## src/rtl/rvf_pkg.sv

```systemverilog
// ----------------------------------------------------------------------------
// rvf_pkg: shared types and constants of the V-chip rating filter
// Holds the records that travel between the front end, the back end and the
// queues, and the field codes of the program rating packet.
// ----------------------------------------------------------------------------
package rvf_pkg;

    // Depth of each internal queue; two entries sustain one request per cycle while the result side does not stall.
    localparam int RVF_QUEUE_DEPTH = 2;

    // Configuration register indexes.
    localparam logic [1:0] CFG_MPAA_BLOCK = 2'd0;
    localparam logic [1:0] CFG_TV_BLOCK   = 2'd1;
    localparam logic [1:0] CFG_TV_VS      = 2'd2;
    localparam logic [1:0] CFG_TV_LD      = 2'd3;

    // Checksum bias: the two control bytes of the rating packet (1 and 5).
    localparam logic [6:0] CHK_BIAS = 7'd6;

    // Bit of the first byte that marks a rating pair.
    localparam int RATING_BIT = 6;

    // Rating system, bits 4:3 of the first byte.
    localparam logic [1:0] CAT_MPAA_A = 2'd0;
    localparam logic [1:0] CAT_TV     = 2'd1;
    localparam logic [1:0] CAT_MPAA_B = 2'd2;

    // TV parental guideline codes, bits 2:0 of the second byte.
    localparam logic [2:0] TV_Y  = 3'd1;
    localparam logic [2:0] TV_Y7 = 3'd2;
    localparam logic [2:0] TV_G  = 3'd3;
    localparam logic [2:0] TV_PG = 3'd4;
    localparam logic [2:0] TV_14 = 3'd5;
    localparam logic [2:0] TV_MA = 3'd6;

    // Content flag positions.
    localparam int FLAG_FV = 0;
    localparam int FLAG_V  = 1;
    localparam int FLAG_S  = 2;
    localparam int FLAG_L  = 3;
    localparam int FLAG_D  = 4;

    typedef struct packed {
        logic [7:0] mpaa_block;
        logic [7:0] tv_block;
        logic [7:0] tv_vs;
        logic [7:0] tv_ld;
    } t_masks;

    // Classified poll, handed from the front end to the back end.
    typedef struct packed {
        logic       checksum_ok;
        logic [6:0] rating_a;
        logic [6:0] rating_b;
        logic [7:0] idle_polls;
    } t_front_rec;

    typedef struct packed {
        logic       checksum_ok;
        logic       block_now;
        logic       release_now;
        logic [2:0] mpaa_rating;
        logic [2:0] tv_rating;
        logic [4:0] content_flags;
        logic [7:0] no_data_count;
    } t_result;

endpackage

```

## src/rtl/rvf_queue.sv

```systemverilog
// ----------------------------------------------------------------------------
// rvf_queue: small first-word-fall-through queue
// Register-based queue with full and empty flags; the head entry is visible
// on the output while the queue is not empty.
// ----------------------------------------------------------------------------
module rvf_queue
    import rvf_pkg::*;
#(
    parameter int  DEPTH = RVF_QUEUE_DEPTH,
    parameter type t_item = logic
) (
    input  logic  i_clk,
    input  logic  i_rst_n,
    input  logic  i_push,
    input  t_item i_item,
    output logic  o_full,
    input  logic  i_pop,
    output t_item o_item,
    output logic  o_empty
);

    localparam int IDX_W = (DEPTH > 1) ? $clog2(DEPTH) : 1;
    localparam int CNT_W = $clog2(DEPTH + 1);

    t_item            r_mem [DEPTH];
    logic [IDX_W-1:0] r_wr_ptr, n_wr_ptr;
    logic [IDX_W-1:0] r_rd_ptr, n_rd_ptr;
    logic [CNT_W-1:0] r_count, n_count;
    logic             push_ok;
    logic             pop_ok;

    assign o_full  = (r_count == CNT_W'(DEPTH));
    assign o_empty = (r_count == '0);
    assign push_ok = i_push && !o_full;
    assign pop_ok  = i_pop && !o_empty;
    assign o_item  = r_mem[r_rd_ptr];

    always_comb begin
        n_wr_ptr = r_wr_ptr;
        n_rd_ptr = r_rd_ptr;
        n_count  = r_count;
        if (push_ok) begin
            n_wr_ptr = (r_wr_ptr == IDX_W'(DEPTH - 1)) ? '0 : r_wr_ptr + 1'b1;
        end
        if (pop_ok) begin
            n_rd_ptr = (r_rd_ptr == IDX_W'(DEPTH - 1)) ? '0 : r_rd_ptr + 1'b1;
        end
        if (push_ok && !pop_ok) begin
            n_count = r_count + 1'b1;
        end else if (pop_ok && !push_ok) begin
            n_count = r_count - 1'b1;
        end
    end

    always_ff @(posedge i_clk) begin
        if (!i_rst_n) begin
            r_wr_ptr <= '0;
            r_rd_ptr <= '0;
            r_count  <= '0;
        end else begin
            r_wr_ptr <= n_wr_ptr;
            r_rd_ptr <= n_rd_ptr;
            r_count  <= n_count;
        end
    end

    always_ff @(posedge i_clk) begin
        if (push_ok) begin
            r_mem[r_wr_ptr] <= i_item;
        end
    end

endmodule

```

## src/rtl/rvf_front.sv

```systemverilog
// ----------------------------------------------------------------------------
// rvf_front: poll intake and classification
// Keeps the stored rating pair and the no-data counter, checks the checksum
// pair and hands one classified record per request to the back end.
// ----------------------------------------------------------------------------
module rvf_front
    import rvf_pkg::*;
(
    input  logic       i_clk,
    input  logic       i_rst_n,
    input  logic       i_push,
    output logic       o_full,
    input  logic       i_avail,
    input  logic       i_two_bytes,
    input  logic [7:0] i_first_hi,
    input  logic [7:0] i_first_lo,
    input  logic       i_second_present,
    input  logic [7:0] i_second_hi,
    input  logic [7:0] i_second_lo,
    input  logic       i_rec_full,
    output logic       o_rec_push,
    output t_front_rec o_rec
);

    logic [6:0] r_rating_a, n_rating_a;
    logic [6:0] r_rating_b, n_rating_b;
    logic [7:0] r_idle_polls, n_idle_polls;
    logic [6:0] chk_sum;
    logic       accept;
    logic       pair_in;

    assign o_full     = i_rec_full;
    assign accept     = i_push && !i_rec_full;
    assign o_rec_push = accept;
    assign pair_in    = i_avail && i_two_bytes;

    always_comb begin
        n_rating_a   = r_rating_a;
        n_rating_b   = r_rating_b;
        n_idle_polls = r_idle_polls;
        if (!i_avail) begin
            n_idle_polls = r_idle_polls + 1'b1;
        end else if (i_two_bytes) begin
            n_idle_polls = '0;
            if (i_first_hi[RATING_BIT]) begin
                n_rating_a = i_first_hi[6:0];
                n_rating_b = i_first_lo[6:0];
            end
        end
    end

    // The checksum covers the pair as stored after this request.
    assign chk_sum = CHK_BIAS + n_rating_a + n_rating_b + i_second_hi[6:0]
                   + i_second_lo[6:0];

    always_comb begin
        o_rec.checksum_ok = pair_in && i_second_present && (chk_sum == '0);
        o_rec.rating_a    = n_rating_a;
        o_rec.rating_b    = n_rating_b;
        o_rec.idle_polls  = n_idle_polls;
    end

    always_ff @(posedge i_clk) begin
        if (!i_rst_n) begin
            r_rating_a   <= '0;
            r_rating_b   <= '0;
            r_idle_polls <= '0;
        end else if (accept) begin
            r_rating_a   <= n_rating_a;
            r_rating_b   <= n_rating_b;
            r_idle_polls <= n_idle_polls;
        end
    end

endmodule

```

## src/rtl/rvf_back.sv

```systemverilog
// ----------------------------------------------------------------------------
// rvf_back: block decision and rating record
// Tests a checksum-good rating pair against the block masks, keeps the
// sticky rating and content flags and forms the result.
// ----------------------------------------------------------------------------
module rvf_back
    import rvf_pkg::*;
(
    input  logic       i_clk,
    input  logic       i_rst_n,
    input  t_masks     i_masks,
    input  logic       i_rec_valid,
    input  t_front_rec i_rec,
    output logic       o_rec_pop,
    input  logic       i_res_full,
    output logic       o_res_push,
    output t_result    o_res
);

    logic [2:0] r_seen_mpaa, n_seen_mpaa;
    logic [2:0] r_seen_tv, n_seen_tv;
    logic [4:0] r_seen_flags, n_seen_flags;
    logic [6:0] a;
    logic [6:0] b;
    logic [1:0] cat;
    logic [2:0] mpaa_code;
    logic [2:0] tv_code;
    logic       is_rating;
    logic       is_mpaa;
    logic       is_tv;
    logic       f_v, f_s, f_l, f_d;
    logic       tv_block;
    logic       must_block;
    logic       blk;
    logic       step;
    logic [4:0] new_flags;

    assign step       = i_rec_valid && !i_res_full;
    assign o_rec_pop  = step;
    assign o_res_push = step;

    assign a         = i_rec.rating_a;
    assign b         = i_rec.rating_b;
    assign cat       = a[4:3];
    assign mpaa_code = a[2:0];
    assign tv_code   = b[2:0];
    assign is_rating = a[RATING_BIT];
    assign is_mpaa   = is_rating && (cat == CAT_MPAA_A || cat == CAT_MPAA_B);
    assign is_tv     = is_rating && (cat == CAT_TV);
    assign f_v       = b[5];
    assign f_s       = b[4];
    assign f_l       = b[3];
    assign f_d       = a[5];

    always_comb begin
        case (tv_code)
            TV_Y:    tv_block = i_masks.tv_block[0];
            TV_Y7:   tv_block = i_masks.tv_block[1] || (f_v && i_masks.tv_block[2]);
            TV_G:    tv_block = i_masks.tv_block[4];
            TV_PG:   tv_block = i_masks.tv_block[5] || (f_v && i_masks.tv_vs[0])
                              || (f_s && i_masks.tv_vs[4]) || (f_l && i_masks.tv_ld[0])
                              || (f_d && i_masks.tv_ld[4]);
            TV_14:   tv_block = i_masks.tv_block[6] || (f_v && i_masks.tv_vs[1])
                              || (f_s && i_masks.tv_vs[5]) || (f_l && i_masks.tv_ld[1])
                              || (f_d && i_masks.tv_ld[5]);
            TV_MA:   tv_block = i_masks.tv_block[7] || (f_v && i_masks.tv_vs[2])
                              || (f_s && i_masks.tv_vs[6]) || (f_l && i_masks.tv_ld[2]);
            default: tv_block = 1'b0;
        endcase
    end

    always_comb begin
        must_block = 1'b0;
        if (is_mpaa) begin
            must_block = (mpaa_code != 3'd0)
                       && i_masks.mpaa_block[3'(mpaa_code - 3'd1)];
        end else if (is_tv) begin
            must_block = tv_block;
        end
    end

    assign blk = i_rec.checksum_ok && must_block;

    // A block implies a nonzero MPAA code or a TV code from TV-Y to TV-MA.
    always_comb begin
        new_flags          = '0;
        new_flags[FLAG_FV] = (tv_code == TV_Y7) && f_v;
        if (tv_code == TV_PG || tv_code == TV_14 || tv_code == TV_MA) begin
            new_flags[FLAG_V] = f_v;
            new_flags[FLAG_S] = f_s;
            new_flags[FLAG_L] = f_l;
            new_flags[FLAG_D] = (tv_code != TV_MA) && f_d;
        end
    end

    always_comb begin
        n_seen_mpaa  = r_seen_mpaa;
        n_seen_tv    = r_seen_tv;
        n_seen_flags = r_seen_flags;
        if (blk) begin
            if (is_mpaa) begin
                n_seen_mpaa = mpaa_code;
            end else begin
                n_seen_tv    = tv_code;
                n_seen_flags = r_seen_flags | new_flags;
            end
        end
    end

    always_comb begin
        o_res.checksum_ok   = i_rec.checksum_ok;
        o_res.block_now     = blk;
        o_res.release_now   = i_rec.checksum_ok && !must_block;
        o_res.mpaa_rating   = n_seen_mpaa;
        o_res.tv_rating     = n_seen_tv;
        o_res.content_flags = n_seen_flags;
        o_res.no_data_count = i_rec.idle_polls;
    end

    always_ff @(posedge i_clk) begin
        if (!i_rst_n) begin
            r_seen_mpaa  <= '0;
            r_seen_tv    <= '0;
            r_seen_flags <= '0;
        end else if (step) begin
            r_seen_mpaa  <= n_seen_mpaa;
            r_seen_tv    <= n_seen_tv;
            r_seen_flags <= n_seen_flags;
        end
    end

endmodule

```

## src/rtl/vchip_rating_filter_core.sv

```systemverilog
// ----------------------------------------------------------------------------
// vchip_rating_filter_core: V-chip content advisory filter
// Takes caption decoder poll results, checks the program rating packet and
// reports block or release decisions with the sticky rating state.
// ----------------------------------------------------------------------------
// Each request is one poll of the caption decoder and yields exactly one
// result, in order. The block takes a request in every cycle while full is
// low. In the cycle of the request the front end, which keeps the rating
// pair and the no-data counter and checks the checksum, writes its record
// into the middle queue. Once that record heads the middle queue and the
// result queue is not full, the back end makes the block decision on that
// record and writes the result queue, whose head drives the result ports
// from the cycle after. Two queues of QUEUE_DEPTH entries each, one between
// front and back end and one at the output, absorb stalls on the result
// side, so full rises only once both are filled. The user must write the four
// mask registers through the configuration port only while no request is in
// flight; the block itself does not enforce this. They take effect at the next request.
// ----------------------------------------------------------------------------
module vchip_rating_filter_core
    import rvf_pkg::*;
#(
    parameter int QUEUE_DEPTH = RVF_QUEUE_DEPTH
) (
    input  logic       i_clk,
    input  logic       i_rst_n,
    // Configuration writes.
    input  logic       i_cfg_wr_en,
    input  logic [1:0] i_cfg_addr,
    input  logic [7:0] i_cfg_wdata,
    // Request side.
    input  logic       push,
    output logic       full,
    input  logic       i_avail,
    input  logic       i_two_bytes,
    input  logic [7:0] i_first_hi,
    input  logic [7:0] i_first_lo,
    input  logic       i_second_present,
    input  logic [7:0] i_second_hi,
    input  logic [7:0] i_second_lo,
    // Result side.
    output logic       empty,
    input  logic       pop,
    output logic       o_checksum_ok,
    output logic       o_block_now,
    output logic       o_release_now,
    output logic [2:0] o_mpaa_rating,
    output logic [2:0] o_tv_rating,
    output logic [4:0] o_content_flags,
    output logic [7:0] o_no_data_count
);

    t_masks     r_masks;
    t_front_rec front_rec;
    t_front_rec mid_rec;
    t_result    back_res;
    t_result    out_res;
    logic       front_push;
    logic       mid_full;
    logic       mid_empty;
    logic       mid_pop;
    logic       res_push;
    logic       res_full;

    // Block mask registers; all clear at reset, so nothing is blocked.
    always_ff @(posedge i_clk) begin
        if (!i_rst_n) begin
            r_masks <= '0;
        end else if (i_cfg_wr_en) begin
            case (i_cfg_addr)
                CFG_MPAA_BLOCK: r_masks.mpaa_block <= i_cfg_wdata;
                CFG_TV_BLOCK:   r_masks.tv_block   <= i_cfg_wdata;
                CFG_TV_VS:      r_masks.tv_vs      <= i_cfg_wdata;
                CFG_TV_LD:      r_masks.tv_ld      <= i_cfg_wdata;
                default:        r_masks            <= r_masks;
            endcase
        end
    end

    // Front end: request intake, rating pair storage and checksum check.
    rvf_front u_front (
        .i_clk            (i_clk),
        .i_rst_n          (i_rst_n),
        .i_push           (push),
        .o_full           (full),
        .i_avail          (i_avail),
        .i_two_bytes      (i_two_bytes),
        .i_first_hi       (i_first_hi),
        .i_first_lo       (i_first_lo),
        .i_second_present (i_second_present),
        .i_second_hi      (i_second_hi),
        .i_second_lo      (i_second_lo),
        .i_rec_full       (mid_full),
        .o_rec_push       (front_push),
        .o_rec            (front_rec)
    );

    // Queue between the front end and the back end.
    rvf_queue #(
        .DEPTH  (QUEUE_DEPTH),
        .t_item (t_front_rec)
    ) u_mid_queue (
        .i_clk   (i_clk),
        .i_rst_n (i_rst_n),
        .i_push  (front_push),
        .i_item  (front_rec),
        .o_full  (mid_full),
        .i_pop   (mid_pop),
        .o_item  (mid_rec),
        .o_empty (mid_empty)
    );

    // Back end: block decision and sticky rating record.
    rvf_back u_back (
        .i_clk       (i_clk),
        .i_rst_n     (i_rst_n),
        .i_masks     (r_masks),
        .i_rec_valid (!mid_empty),
        .i_rec       (mid_rec),
        .o_rec_pop   (mid_pop),
        .i_res_full  (res_full),
        .o_res_push  (res_push),
        .o_res       (back_res)
    );

    // Result queue; its head drives the result ports.
    rvf_queue #(
        .DEPTH  (QUEUE_DEPTH),
        .t_item (t_result)
    ) u_res_queue (
        .i_clk   (i_clk),
        .i_rst_n (i_rst_n),
        .i_push  (res_push),
        .i_item  (back_res),
        .o_full  (res_full),
        .i_pop   (pop),
        .o_item  (out_res),
        .o_empty (empty)
    );

    assign o_checksum_ok   = out_res.checksum_ok;
    assign o_block_now     = out_res.block_now;
    assign o_release_now   = out_res.release_now;
    assign o_mpaa_rating   = out_res.mpaa_rating;
    assign o_tv_rating     = out_res.tv_rating;
    assign o_content_flags = out_res.content_flags;
    assign o_no_data_count = out_res.no_data_count;

endmodule
```

## config.mk

```make
export PLATFORM = sky130hd
export DESIGN_NAME = vchip_rating_filter_core
export DESIGN_NICKNAME = d
export VERILOG_FILES = /design/src/rtl/rvf_pkg.sv /design/src/rtl/rvf_queue.sv /design/src/rtl/rvf_front.sv /design/src/rtl/rvf_back.sv /design/src/rtl/vchip_rating_filter_core.sv
export SDC_FILE = /design/constraint.sdc
export NUM_CORES = 1
export LEC_CHECK = 0
export ABC_AREA = 1
export BUFFER_PORTS_ARGS = -buffer_cell sky130_fd_sc_hd__buf_4
export CORE_MARGIN = 2
export CORE_UTILIZATION = 59
export DETAILED_ROUTE_END_ITERATION = 10
export PLACE_DENSITY = 0.87
export SYNTH_ARGS = -nofsm -noshare
export SYNTH_HDL_FRONTEND = slang
export SYNTH_SLANG_ARGS = --single-unit
```

## constraint.sdc

```tcl
create_clock -name i_clk -period 5.56 [get_ports i_clk]
set_input_delay 0.556 -clock i_clk [delete_from_list [all_inputs] [get_ports i_clk]]
set_output_delay 0.556 -clock i_clk [all_outputs]
set_load 0.05 [all_outputs]
```

After elaboration in Yosys (flattened, before gate mapping)
Memory sizes are Yosys's and may differ from the RTL's. A register that Yosys moved wholly into a read port is not among the register bits.
Index checks and enable logic that the tools add are counted.
W data, S select, Z words.
{"block": "classes", "bitwise_logic": 1, "reduce_logical": 68, "n_eq_ne": 14, "muxes": 36, "n_lt_le_gt_ge": 1, "add_sub_neg": 14}
{"op": "$mux W7", "n": 6}
{"op": "$logic_and A1 B1 Y1", "n": 32}
{"op": "$add A7 B7 Y7", "n": 3}
{"op": "$mux W8", "n": 2}
{"op": "$logic_or A1 B1 Y1", "n": 15}
{"op": "$mux W1", "n": 15}
{"op": "$mux W3", "n": 4}
{"op": "$eq A2 B2 Y1 const B", "n": 5}
{"op": "$mux W5", "n": 2}
{"op": "$eq A3 B3 Y1 const B", "n": 3}
{"op": "$logic_not A1 Y1", "n": 9}
{"op": "$add A8 B1 Y8 const B", "n": 1}
{"op": "$logic_not A2 Y1", "n": 4}
{"op": "$mux W2", "n": 4}
{"op": "$reduce_and A2 Y1", "n": 4}
{"op": "$add A3 B7 Y7 const A", "n": 1}
{"op": "$logic_not A7 Y1", "n": 1}
{"op": "$eq A3 B2 Y1 const B", "n": 2}
{"op": "$pmux W1 S6", "n": 1}
{"op": "$or A5 B5 Y5", "n": 1}
{"op": "$add A1 B1 Y1 const B", "n": 4}
{"op": "$add A2 B1 Y2 const B", "n": 2}
{"op": "$eq A2 B1 Y1 const B", "n": 2}
{"op": "$lt A3 B4 Y1 const B", "n": 1}
{"op": "other kinds (8)", "n": 10}
{"block": "totals", "word_cells": 152, "mem_count": 2, "register_bits": 70, "input_bits": 50, "output_inout_bits": 24, "mem_bits_rw": 90}
{"name": "u_mid_queue.r_mem", "depth": 2, "width": 23, "read_ports": 1, "rd_ports_with_merged_regs": 1, "write_ports": 1, "line_no": "rvf_queue.sv:25", "text": "t_item r_mem [DEPTH];"}
{"name": "u_res_queue.r_mem", "depth": 2, "width": 22, "read_ports": 1, "rd_ports_with_merged_regs": 1, "write_ports": 1, "line_no": "rvf_queue.sv:25"}

Longest topological paths before layout
{"block": "logic_depth", "word_depth": 10, "depth_mapped": 21, "depth_no_buf": 20}

Hierarchy
From an unflattened synthesis, not the netlist that was laid out.
{"block": "hier_totals", "cells_unflattened": 903, "area_unflattened_um2": 8154.1}
{"module": "rvf_queue (u_mid_queue)", "instances": 1, "area_each_um2": 1908.1, "cells_each": 109, "seq_area_each_um2": 1481.4}
{"module": "rvf_queue (u_res_queue)", "instances": 1, "area_each_um2": 1839.3, "cells_each": 106, "seq_area_each_um2": 1421.4}
{"module": "rvf_front", "instances": 1, "area_each_um2": 1828.0, "cells_each": 273, "seq_area_each_um2": 440.4}
{"module": "vchip_rating_filter_core", "instances": 1, "area_each_um2": 1428.9, "cells_each": 208, "seq_area_each_um2": 640.6}
{"module": "rvf_back", "instances": 1, "area_each_um2": 1149.9, "cells_each": 207, "seq_area_each_um2": 220.2}

Worst setup path after synthesis
OpenSTA, ideal clock, no wires.
{"block": "synth_path", "path_type": "input to register", "start": "in i_avail", "end": "mem u_mid_queue.r_mem[0][22] (netlist name), data pin", "path_stages": 19, "t_arrival_ns": 3.911, "required_time_ns": 5.403, "path_buffers": 1, "setup_time_ns": 0.157, "setup_slack_ns": 1.492, "path_cell_list": "nand2_1 -> inv_1 -> nand2_1 -> inv_1 -> clkbuf_1 -> nand2_1 -> nand2_1 -> fa_1 -> inv_1 -> fa_1 -> inv_1 -> ha_1 -> fa_1 -> or2_2 -> a211oi_1 -> o21ai_0 -> a21oi_1 -> o21ai_0 -> a21oi_1"}
{"element": "start, declared", "line_no": "vchip_rating_filter_core.sv:33", "text": "input logic i_avail,"}
{"element": "end, declared", "line_no": "rvf_queue.sv:25"}

==> reports/results.tsv <==
metric	value	unit
vias per cell	5.41	
final setup vio count	0	
Worst VDD drop	0.254	mV
final RePlAce weighted congestion	0.904	
Worst Slack Setup Final	1.42	ns
crit start category	primary input	
RR Startpoint	u_front.r_rating_b[4]	
mapped cell area	7260	sq um
Port-buffer cells	69	
CP Capture Type	flop	
setup repair bufs after CTS	0	
vias	5423	
Main synth FF type	edfxtp_1	
GRT Overall Usage	23.3	%
TritonCTS clock tree	built	
MaxCap Viol Count	0	
Yosys warning count	0	
footprint of the multi-input gates	2740	sq um
Worst path slowest cell	fa_1	
worst path cell trace	buf_4 > nand2_1 > inv_1 > nand2_1 > inv_1 > or2_2 > o21ai_0 > fa_1 > inv_1 > fa_1 > ha_1 > ha_1 > or2_2 > a211oi_1 > o21ai_0 > a21oi_1 > o21ai_0 > a21oi_1	
standard-cell rows	40	
number of distinct library cells after synthesis	36	
min Tclk post-route	4.14	ns
Max Slew Vio Count	0	
sequential fraction of the synthesis area	55.4	%
Post-Syn Area per Cell	9.37	sq um
grt total ovfl	0	
post-synthesis register bit count	157	
die area	13200	sq um
largest net degree at the start of global routing	53	
CP max FO	12	
Antenna Nets Post-Route	0	
Max Clock Skew	0.00910	ns
Hold Crit Start	i_first_hi[3]	
worst hold slack	0.399	ns
FFs w/ async S/R, synth	0	%
Leakage Power	3.64	nW
first-pass GRT wire length	23.9	mm
Iter 0 DRT Violations	509	
I/O pins	74	
Compound-Gate Fraction of Synth Area	9.86	%
Final Hold Viols	0	
CP peak stage delay	0.47	ns
max_slew headroom	21.7	%
crit share post-route	74.4	%
CP required	5.82	ns
die width	115	um
setup TNS	0	ns
worst slew pin tran	1.17	ns
Peak Freq	0.242	GHz
CP Data Arrival Time	4.39	ns
EDFF count, synth	88	
root buffer cell	clkbuf_16	
clk slew on worst S/H paths	0.06	ns
DIE HEIGHT	115	um
power density over the cells	525	nW/um^2
Setup Crit Path Kind	primary input to flop	
largest family of logic cells by synthesized area	simple AND/OR/NAND/NOR gates	
Synthesized Nets	852	
Post-route DRC	0	
layout cell share with drive strength beyond 1	18.2	%
register area	4020	sq um
fin nets	920	
Synth Area in Adders	5.89	%
CTS buffer count	17	
P&R area growth vs syn	16.1	%
post-synthesis cell count	775	
RSZ-0062 raised after global routing	false	
status	finished, final reports clean	
Initial Utilization	60.4	%
hpwl dp	9.85	mm
HP Class	primary input to flop	
Place WS	1.08	ns
Sink Count	157	
post-cts resize count	0	
Bufs on Longest Clock Path	2	
1st-pass router iterations	5	
initial antenna violation count	0	
Placement Cell Area	7880	sq um
Fill cells	867	
Worst Setup SP	i_avail	
core footprint	12000	sq um
n_diodes	0	
H-tree depth	4	
# hold bufs at CTS	0	
WL/cell	14.5	um
Synth Area in Simple Gates	17.0	%
clk_lat worst skew	0.42	ns
vias in the first global route	5170	
wirelength, routed	14.5	mm
cell area after layout	8430	sq um
Post-Synth XOR/XNOR Area	1.21	%
post-synthesis mux area share	3.69	%
==> metal layers <==
metal | GRT usage (%) | vias to the layer above | wire [um]
met5 | 0 | - | 0
met3 | 5.38 | 24 | 822
met2 | 39.5 | 215 | 7200
met1 | 29.8 | 2495 | 6300
li1 | - | 2689 | -
met4 | 7.15 | 0 | 201
==> area by class of cell <==
| type | instances | share of cell area, % |
|---|---|---|
| inverter | 101 | 4.59 |
| multi-input combinational | 493 | 32.5 |
| clock inverter | 9 | 1.05 |
| timing repair buffer | 73 | 6.50 |
| clock buffer | 23 | 5.43 |
| sequential | 157 | 47.7 |
| tap | 147 | 2.18 |
==> cell usage after synthesis, types with 3 or more instances <==
cell type | n | share of area, %
xnor2_1 | 5 | 0.60
nor2_1 | 91 | 4.7
nand2_1 | 139 | 7.2
o21ai_0 | 86 | 5.9
dfxtp_1 | 69 | 19
nand3_1 | 38 | 2.6
nor3_1 | 3 | 0.21
xor2_1 | 5 | 0.60
ha_1 | 15 | 2.6
buf_6 | 3 | 0.47
inv_2 | 4 | 0.21
edfxtp_1 | 88 | 36
or2_2 | 10 | 0.86
nand2_2 | 8 | 0.69
a211oi_1 | 3 | 0.31
a21oi_1 | 39 | 2.7
clkbuf_1 | 17 | 0.88
fa_1 | 12 | 3.3
mux2_2 | 22 | 3.4
inv_1 | 94 | 4.9
==> where the power goes <==
part | switching, mW | leakage [nW] | total, mW | internal [mW]
Clock | 0.444 | 0.258 | 1.07 | 0.628
Sequential | 0.136 | 1.40 | 1.70 | 1.56
Combinational | 1.13 | 1.98 | 1.66 | 0.534
==> registers in the layout, summed over array words and instances (netlist names), named ones only <==
register / flops
u_back.r_seen_flags: 5
u_res_queue.r_wr_ptr: 1
u_res_queue.r_rd_ptr: 1
u_res_queue.r_count: 2
u_back.r_seen_mpaa: 3
u_res_queue.r_mem: 44
u_mid_queue.r_count: 2
u_front.r_rating_a: 7
u_front.r_idle_polls: 8
u_front.r_rating_b: 7
u_mid_queue.r_rd_ptr: 1
r_masks: 26
u_mid_queue.r_mem: 44
u_mid_queue.r_wr_ptr: 1
u_back.r_seen_tv: 3
==> stage by stage <==
| stage | power [mW] | cells | utilization (%) |
|---|---|---|---|
| 5_1_grt | 4.66 | 1003 | 70.2 |
| 3_5_place_dp | 3.36 | 971 | 65.6 |
| 3_3_place_gp | 3.30 | 971 | 65.6 |
| 2_1_floorplan | 2.93 | 775 | - |
| 4_1_cts | 4.43 | 1003 | 70.2 |
| 6_report | 4.43 | 1003 | 70.2 |
==> cells in the final DEF, fill, tap and decap left out, drive strengths merged, types with 3 or more instances in the layout <==
| cell type | instances |
|---|---|
| nand2 | 149 |
| inv | 101 |
| nor2 | 92 |
| o21ai | 89 |
| edfxtp | 88 |
| buf | 73 |
| dfxtp | 69 |
| a21oi | 41 |
| nand3 | 38 |
| clkbuf | 23 |
| mux2 | 22 |
| ha | 15 |
| fa | 12 |
| or2 | 11 |
| xnor2 | 5 |
| xor2 | 5 |
| clkinv | 5 |
| nor3 | 3 |
| a211oi | 3 |
| clkinvlp | 3 |
==> critical path, delay by kind of cell <==
kind | cells | cell delay [ns]
buffers and inverters | 4 | 0.50
AO/OA/AOI/OAI | 6 | 0.89
AND/OR/NAND/NOR | 4 | 0.88
adder cells (fa/ha/maj) | 4 | 1.54
==> cell families after synthesis <==
| family | after synthesis |
|---|---|
| xor gates and xnor gates | 10 |
| DFF | 157 |
| and+or+nand+nor | 295 |
| buffers and inverters | 125 |
| AOI/OAI and AO/OA | 137 |
| adders and majority gates | 27 |
| muxes | 24 |
==> path summary, 6_finish.rpt <==
kind | end | slack (ns) | cells past startpoint
max | u_mid_queue.r_mem[1][22] | 1.42 | 18
min | u_front.r_rating_a[3] | 0.40 | 3
max reg2reg | u_mid_queue.r_mem[1][22] | 1.94 | 13
min reg2reg | r_masks[1] | 0.45 | 2
(Power assumes the default switching activity.)
